File: src/rtl/core/utf8_byte_stream_decoder_core_macros.svh
// Assertion macros shared by the UTF-8 decoder RTL.
`ifndef UTF8_BYTE_STREAM_DECODER_CORE_MACROS_SVH
`define UTF8_BYTE_STREAM_DECODER_CORE_MACROS_SVH

// Same-cycle implication, checked at every clock edge outside reset.
`define UBSD_ASSERT_IMPL(lbl, ante, cons) \
    lbl: assert property (@(posedge clk) disable iff (!rst_n) (ante) |-> (cons)) \
        else $error("ubsd assertion failed");

// Next-cycle implication, checked at every clock edge outside reset.
`define UBSD_ASSERT_NEXT(lbl, ante, cons) \
    lbl: assert property (@(posedge clk) disable iff (!rst_n) (ante) |=> (cons)) \
        else $error("ubsd assertion failed");

`endif

File: src/rtl/core/ubsd_pkg.sv
// Types and constants for the UTF-8 byte stream decoder.
`default_nettype none

package ubsd_pkg;

    localparam int unsigned QUEUE_DEPTH = 4;

    localparam logic [20:0] REPLACEMENT_CP = 21'h00FFFD;
    localparam logic [7:0]  ASCII_LIMIT    = 8'h80;
    localparam logic [7:0]  LEAD2_MASK     = 8'hE0;
    localparam logic [7:0]  LEAD2_CODE     = 8'hC0;
    localparam logic [7:0]  LEAD3_MASK     = 8'hF0;
    localparam logic [7:0]  LEAD3_CODE     = 8'hE0;
    localparam logic [7:0]  LEAD4_MASK     = 8'hF8;
    localparam logic [7:0]  LEAD4_CODE     = 8'hF0;
    localparam logic [7:0]  CONT_MASK      = 8'hC0;
    localparam logic [7:0]  CONT_CODE      = 8'h80;

    // Input transaction
    typedef struct packed {
        logic [7:0] in_byte;
        logic       flush;
    } in_item_t;

    // Output transaction
    typedef struct packed {
        logic [20:0] code_point;
        logic        is_replacement;
        logic        last;
    } out_item_t;

    // All results of one input item: reps replacements, then an optional tail
    typedef struct packed {
        logic [1:0]  reps;
        logic        has_tail;
        logic [20:0] tail_cp;
        logic        tail_repl;
    } bundle_t;

endpackage

`default_nettype wire

File: src/rtl/core/utf8_byte_stream_decoder_core.sv
// Top level of the UTF-8 byte stream decoder.
//
// Usage: the item channel carries one raw byte (or a flush marker) per
// transaction on item/item_valid/item_stall; the result channel carries one
// decoded code point per transaction on result/result_valid/result_stall.
// A transaction completes on a rising edge with valid high and stall low.
// Each item yields zero to four results; the final one of an item has last set.
// Throughput: one item per cycle while the results keep up; the output gives
// at most one result per cycle, and that bounds the sustained pace.
// With an empty queue the first result of an item goes through the input
// register, then decode into the bundle queue, then the output register.
// An item's results are queued as one bundle in a QUEUE_DEPTH-entry queue
// and serialized one per cycle unless the output is stalled; item_stall rises
// while the queue plus the item in decode could fill it. Items that give
// several results each, or result_stall holding the output back, fill the
// queue and stall the input.
// While result_stall is high the output register keeps its transaction.
// Reset clears the held sequence, the queue and the output valid at once.
`default_nettype none

module utf8_byte_stream_decoder_core #(
    parameter int unsigned QUEUE_DEPTH = ubsd_pkg::QUEUE_DEPTH
) (
    input  logic                clk,
    input  logic                rst_n,
    input  logic                item_valid,
    output logic                item_stall,
    input  ubsd_pkg::in_item_t  item,
    output logic                result_valid,
    input  logic                result_stall,
    output ubsd_pkg::out_item_t result
);
    import ubsd_pkg::*;

    localparam int unsigned LVL_W = $clog2(QUEUE_DEPTH + 1);

    logic             accept;
    logic             pending;
    logic             push;
    bundle_t          push_bundle;
    logic [LVL_W-1:0] level;
    logic [LVL_W:0]   committed;

    // Room check covers the item still in decode
    assign committed  = {1'b0, level} + {{LVL_W{1'b0}}, pending};
    assign item_stall = committed >= (LVL_W + 1)'(QUEUE_DEPTH);
    assign accept     = item_valid && !item_stall;

    ubsd_decode u_decode (
        .clk         (clk),
        .rst_n       (rst_n),
        .accept      (accept),
        .in_item     (item),
        .pending     (pending),
        .push        (push),
        .push_bundle (push_bundle)
    );

    ubsd_drain #(
        .DEPTH (QUEUE_DEPTH),
        .LVL_W (LVL_W)
    ) u_drain (
        .clk          (clk),
        .rst_n        (rst_n),
        .push         (push),
        .push_bundle  (push_bundle),
        .level        (level),
        .result_valid (result_valid),
        .result_stall (result_stall),
        .result       (result)
    );

endmodule

`default_nettype wire

File: src/rtl/core/ubsd_decode.sv
// Input register, decode state and per-item result bundle generation.
`default_nettype none

`include "utf8_byte_stream_decoder_core_macros.svh"

module ubsd_decode (
    input  logic               clk,
    input  logic               rst_n,
    input  logic               accept,
    input  ubsd_pkg::in_item_t in_item,
    output logic               pending,
    output logic               push,
    output ubsd_pkg::bundle_t  push_bundle
);
    import ubsd_pkg::*;

    typedef struct packed {
        logic        hold;
        logic [2:0]  exp_len;
        logic [20:0] value;
        logic        has_tail;
        logic [20:0] tail_cp;
        logic        tail_repl;
    } fresh_t;

    // Decode a byte with nothing held
    function automatic fresh_t decode_fresh(input logic [7:0] b);
        fresh_t f;
        f = '0;
        if (b < ASCII_LIMIT) begin
            f.has_tail = 1'b1;
            f.tail_cp  = {13'd0, b};
        end else if ((b & LEAD2_MASK) == LEAD2_CODE) begin
            f.hold    = 1'b1;
            f.exp_len = 3'd2;
            f.value   = {16'd0, b[4:0]};
        end else if ((b & LEAD3_MASK) == LEAD3_CODE) begin
            f.hold    = 1'b1;
            f.exp_len = 3'd3;
            f.value   = {17'd0, b[3:0]};
        end else if ((b & LEAD4_MASK) == LEAD4_CODE) begin
            f.hold    = 1'b1;
            f.exp_len = 3'd4;
            f.value   = {18'd0, b[2:0]};
        end else begin
            f.has_tail  = 1'b1;
            f.tail_cp   = REPLACEMENT_CP;
            f.tail_repl = 1'b1;
        end
        return f;
    endfunction

    logic        in_valid_reg;
    in_item_t    in_item_reg;
    logic [1:0]  held_count_reg, held_count_next;
    logic [2:0]  exp_len_reg, exp_len_next;
    logic [20:0] value_reg, value_next;

    fresh_t      fresh;
    logic [2:0]  count_inc;
    logic [20:0] value_cont;

    assign pending    = in_valid_reg;
    assign fresh      = decode_fresh(in_item_reg.in_byte);
    assign count_inc  = {1'b0, held_count_reg} + 3'd1;
    assign value_cont = {value_reg[14:0], in_item_reg.in_byte[5:0]};

    // Decode against the held sequence
    always_comb begin
        held_count_next = held_count_reg;
        exp_len_next    = exp_len_reg;
        value_next      = value_reg;
        push_bundle     = '0;
        if (in_valid_reg) begin
            if (in_item_reg.flush) begin
                push_bundle.reps = held_count_reg;
                held_count_next  = '0;
                exp_len_next     = '0;
                value_next       = '0;
            end else if (held_count_reg != 2'd0 &&
                         (in_item_reg.in_byte & CONT_MASK) == CONT_CODE) begin
                if (count_inc >= exp_len_reg) begin
                    push_bundle.has_tail = 1'b1;
                    push_bundle.tail_cp  = value_cont;
                    held_count_next      = '0;
                    exp_len_next         = '0;
                    value_next           = '0;
                end else begin
                    held_count_next = count_inc[1:0];
                    value_next      = value_cont;
                end
            end else begin
                // Broken or empty sequence: release held bytes, restart on this byte
                push_bundle.reps      = held_count_reg;
                push_bundle.has_tail  = fresh.has_tail;
                push_bundle.tail_cp   = fresh.tail_cp;
                push_bundle.tail_repl = fresh.tail_repl;
                held_count_next       = fresh.hold ? 2'd1 : 2'd0;
                exp_len_next          = fresh.exp_len;
                value_next            = fresh.value;
            end
        end
    end

    assign push = in_valid_reg && (push_bundle.has_tail || push_bundle.reps != 2'd0);

    // Control and state registers
    always_ff @(posedge clk or negedge rst_n) begin
        if (!rst_n) begin
            in_valid_reg   <= 1'b0;
            held_count_reg <= '0;
            exp_len_reg    <= '0;
            value_reg      <= '0;
        end else begin
            in_valid_reg   <= accept;
            held_count_reg <= held_count_next;
            exp_len_reg    <= exp_len_next;
            value_reg      <= value_next;
        end
    end

    // Input payload register
    always_ff @(posedge clk) begin
        if (accept) begin
            in_item_reg <= in_item;
        end
    end

    `UBSD_ASSERT_IMPL(a_idle_no_len, held_count_reg == 2'd0, exp_len_reg == 3'd0)
    `UBSD_ASSERT_IMPL(a_held_short, held_count_reg != 2'd0, {1'b0, held_count_reg} < exp_len_reg)
    `UBSD_ASSERT_NEXT(a_push_follows_accept, !accept, !push)

endmodule

`default_nettype wire

File: src/rtl/core/ubsd_drain.sv
// Result bundle queue and serializer feeding the output register.
`default_nettype none

`include "utf8_byte_stream_decoder_core_macros.svh"

module ubsd_drain #(
    parameter int unsigned DEPTH = ubsd_pkg::QUEUE_DEPTH,
    parameter int unsigned LVL_W = $clog2(DEPTH + 1)
) (
    input  logic                 clk,
    input  logic                 rst_n,
    input  logic                 push,
    input  ubsd_pkg::bundle_t    push_bundle,
    output logic [LVL_W-1:0]     level,
    output logic                 result_valid,
    input  logic                 result_stall,
    output ubsd_pkg::out_item_t  result
);
    import ubsd_pkg::*;

    localparam int unsigned PTR_W = (DEPTH > 1) ? $clog2(DEPTH) : 1;

    bundle_t          q_mem [DEPTH];
    logic [PTR_W-1:0] wr_ptr_reg, rd_ptr_reg;
    logic [LVL_W-1:0] level_reg;
    logic [1:0]       emitted_reg;
    logic             out_valid_reg;
    out_item_t        out_item_reg;

    bundle_t          head;
    logic [2:0]       head_total;
    logic             is_last;
    logic             load;
    logic             pop;
    out_item_t        cur;

    assign head       = q_mem[rd_ptr_reg];
    assign head_total = {1'b0, head.reps} + {2'b00, head.has_tail};
    assign is_last    = ({1'b0, emitted_reg} + 3'd1) == head_total;
    assign load       = (level_reg != '0) && (!out_valid_reg || !result_stall);
    assign pop        = load && is_last;

    // Pick the next result of the head bundle
    always_comb begin
        if (emitted_reg < head.reps) begin
            cur.code_point     = REPLACEMENT_CP;
            cur.is_replacement = 1'b1;
        end else begin
            cur.code_point     = head.tail_cp;
            cur.is_replacement = head.tail_repl;
        end
        cur.last = is_last;
    end

    // Queue pointers, level, serializer position and output valid
    always_ff @(posedge clk or negedge rst_n) begin
        if (!rst_n) begin
            wr_ptr_reg    <= '0;
            rd_ptr_reg    <= '0;
            level_reg     <= '0;
            emitted_reg   <= '0;
            out_valid_reg <= 1'b0;
        end else begin
            if (push) begin
                wr_ptr_reg <= (wr_ptr_reg == PTR_W'(DEPTH - 1)) ? '0 : wr_ptr_reg + PTR_W'(1);
            end
            if (pop) begin
                rd_ptr_reg <= (rd_ptr_reg == PTR_W'(DEPTH - 1)) ? '0 : rd_ptr_reg + PTR_W'(1);
            end
            if (push && !pop) begin
                level_reg <= level_reg + LVL_W'(1);
            end else if (pop && !push) begin
                level_reg <= level_reg - LVL_W'(1);
            end
            if (pop) begin
                emitted_reg <= '0;
            end else if (load) begin
                emitted_reg <= emitted_reg + 2'd1;
            end
            if (load) begin
                out_valid_reg <= 1'b1;
            end else if (!result_stall) begin
                out_valid_reg <= 1'b0;
            end
        end
    end

    // Queue storage and output payload
    always_ff @(posedge clk) begin
        if (push) begin
            q_mem[wr_ptr_reg] <= push_bundle;
        end
        if (load) begin
            out_item_reg <= cur;
        end
    end

    assign level        = level_reg;
    assign result_valid = out_valid_reg;
    assign result       = out_item_reg;

    `UBSD_ASSERT_IMPL(a_no_overflow, push && !pop, level_reg < LVL_W'(DEPTH))
    `UBSD_ASSERT_IMPL(a_emit_in_range, level_reg != '0, {1'b0, emitted_reg} < head_total)
    `UBSD_ASSERT_IMPL(a_empty_at_start, level_reg == '0, emitted_reg == 2'd0)

endmodule

`default_nettype wire

File: config.mk
export PLATFORM = sky130hd
export DESIGN_NAME = utf8_byte_stream_decoder_core
export DESIGN_NICKNAME = d
export VERILOG_FILES = /design/src/rtl/core/ubsd_pkg.sv /design/src/rtl/core/utf8_byte_stream_decoder_core.sv /design/src/rtl/core/ubsd_decode.sv /design/src/rtl/core/ubsd_drain.sv
export VERILOG_INCLUDE_DIRS = /design/src /design/src/rtl/core
export SDC_FILE = /design/constraint.sdc
export NUM_CORES = 1
export LEC_CHECK = 0
export BUFFER_PORTS_ARGS = -buffer_cell sky130_fd_sc_hd__buf_2
export CAP_MARGIN = 20
export CORE_AREA = 2 2 113 115
export CTS_BUF_LIST = sky130_fd_sc_hd__clkbuf_8
export DETAILED_ROUTE_END_ITERATION = 12
export DIE_AREA = 0 0 115 117
export HOLD_SLACK_MARGIN = 0.06
export PLACE_DENSITY = 0.75
export SYNTH_ARGS = -nofsm -noshare
export SYNTH_HDL_FRONTEND = slang
export SYNTH_SLANG_ARGS = --single-unit
File: constraint.sdc
create_clock -name clk -period 3.3 [get_ports clk]
set_input_delay 0.66 -clock clk [delete_from_list [all_inputs] [get_ports clk]]
set_output_delay 0.66 -clock clk [all_outputs]
set_load 0.01 [all_outputs]
==> out/metrics.csv <==
metric,value,unit
synth_top_area_share,60.1,%
cp.required,3.62,ns
slew_violations,0,
start_util,53.6,%
fin_skew,0.00906,ns
maxClockFrequency,0.326,GHz
syn_area_per_cell,17.2,um^2
setup_slack,0.229,ns
crit_type,flip-flop to flip-flop,
die_h,117,um
synth-seq-cells,163,
cp.arrival,3.39,ns
cts_root_buf,clkbuf_8,
cts_htree_levels,4,
critPathMaxFanout,6,
vdd_ir_drop_max,318,uV
drtIter0Drc,198,
p_leak,2.75,nW
grt_max_degree,32,
grt_usage,17.8,%
antenna_found_initial,0,
vias,3374,
dp.final_hpwl,7160,um
hold_path_class,input pin to async pin,
numCtsBuffers,17,
hold_viol,0,
synthTopCellsByArea,"edfxtp_1 60%, dfrtp_1 12%, mux4_2 6.8%",
grt-ovfl-total,0,
clock_latency,0.44,ns
worst_pin_slew,0.824,ns
post-route-util,59.8,%
io_pins,38,
cts_tree,built,
area_growth,11.6,%
final_common_cell,edfxtp_1,
grt_pass1_wl,17500,um
synth_cells,383,
nNetsFinal,473,
final_area,7360,um^2
period_minus_slack,3.07,ns
post-place-ws,0.0933,ns
num_rows,41,
relSlewSlack,44.9,%
ys_warn_count,0,
drc,0,
maxCapViolations,0,
synth_area,6600,um^2
drive_above_1_share,26.6,%
status,completed,
largest_reg_flops,100,
yosys.area.top_type,edfxtp_1,
gp_congestion,0.897,
routed_wl,10800,um
cts.sinks,163,
wire_per_inst,17.8,um
vias_per_cell,5.58,
die_w,115,um
cts.clk_slew.worst_paths,0.08,ns
placed_area,7000,um^2
finalSetupTns,0,ns
io_buffers,37,
postCtsHoldBufs,0,
core,12300,um^2
antenna_cells,0,
cts_buffer_depth,2,
power_density,829,nW/um^2
first_global_vias,3414,
post-route-period-util,93.1,%
crit_path_start_kind,flip-flop,
yosysUniqueCellTypes,39,
rsz0062_at_grt,no,
drtAntennaViolNets,0,
end_kind,flip-flop,
syn_nets,412,
first_pass_iters,4,
setup_viol,0,
die-area,13500,um^2
ys_seq_area_share,71.9,%
final_cell_mix,"132 x edfxtp_1, 37 x buf_2, 30 x dfrtp_1",
==> metal layers <==
layer  global-route usage, %  part of all wire, %
met2                    30.0                   52
met5                       0                    0
met1                    21.7                   42
met4                    7.63                  1.3
met3                    5.41                  4.8
==> cell usage after synthesis <==
cell and count:
o211ai_1 2, o21ai_2 1, mux4_2 20, dlygate4sd1_1 1
a32o_1 4, nand2_1 14, a21o_1 2, nand3_2 1
a22oi_1 1, fa_1 1, and3_1 2, xnor2_1 2
ha_1 15, nor2_1 29, inv_1 15, a21oi_1 13
and2_1 10, buf_2 2, nor3_1 5, clkbuf_1 7
a22o_1 10, nor3b_2 1, xor2_1 4, a31o_2 2
nand2b_2 1, o21ai_0 8, or2_1 16, nand3_1 2
and2b_2 4, mux4_1 5, nor2b_1 4, a21oi_2 1
buf_6 4, dfrtp_1 31, o41ai_1 2, edfxtp_1 132
o22ai_1 2, nand2b_1 2, mux2_2 5
==> cells by family after synthesis <==
kind of cell	count (synthesis)	synth area share, %
compound gates	48	5.08
xor+xnor	6	0.797
fa+ha+maj	16	3.15
buf+inv	29	2.22
flops	163	71.9
mux	30	9.68
simple gates	91	7.21
==> cell type report <==
type                    count  area, um^2
inverters                  15        56.3
repair buffers             56         328
clock inverters            13        98.8
multi-input cells         191        1710
fillers                   921        4950
flip-flops and latches    163        4740
clock buffers              17         234
well taps                 150         188
==> power breakdown <==
part	total, mW	internal (mW)	switching (mW)
Sequential	2.94	2.76	0.182
Combinational	1.92	0.911	1.01
Clock	1.23	0.572	0.659
==> critical path, stage by stage (launching register included) <==
cell	delay, ns
dfrtp_2	0.43
mux4_2	0.52
ha_1	0.21
ha_1	0.28
xor2_1	0.15
nor3_2	0.13
and2_1	0.22
inv_1	0.06
ha_1	0.20
inv_1	0.08
fa_1	0.42
mux2_2	0.27
==> final timing paths <==
kind	to	startpoint	depth (start not counted)	slack (ns)
setup / recovery	u_drain.level[1]	u_drain.rd_ptr_reg[0]	11	0.23
hold / removal	u_drain.result_valid	rst_n	1	0.26
setup reg to reg	u_drain.level[1]	u_drain.rd_ptr_reg[0]	11	0.23
hold reg to reg	u_decode.exp_len_reg[2]	u_decode.exp_len_reg[2]	2	0.50
max in group asynchronous	u_drain.rd_ptr_reg[0]	rst_n	1	2.56
min in group clk	u_decode.in_item_reg[3]	item[3]	1	0.39
==> timing repair <==
action	4_1_cts	5_1_grt
buffers inserted	0	3
endpoints found under the setup margin	0	2
gates resized for setup	0	1
==> per-stage QoR <==
step                      hold WS, ns  std cells  total power [mW]
after floorplan                 0.364        383              4.40
after global placement          0.465        572              4.84
after detailed placement        0.486        572              4.94
after CTS                       0.258        602              6.16
after global routing            0.301        605              6.49
final                           0.265        605              6.10
(Power assumes the default switching activity.)
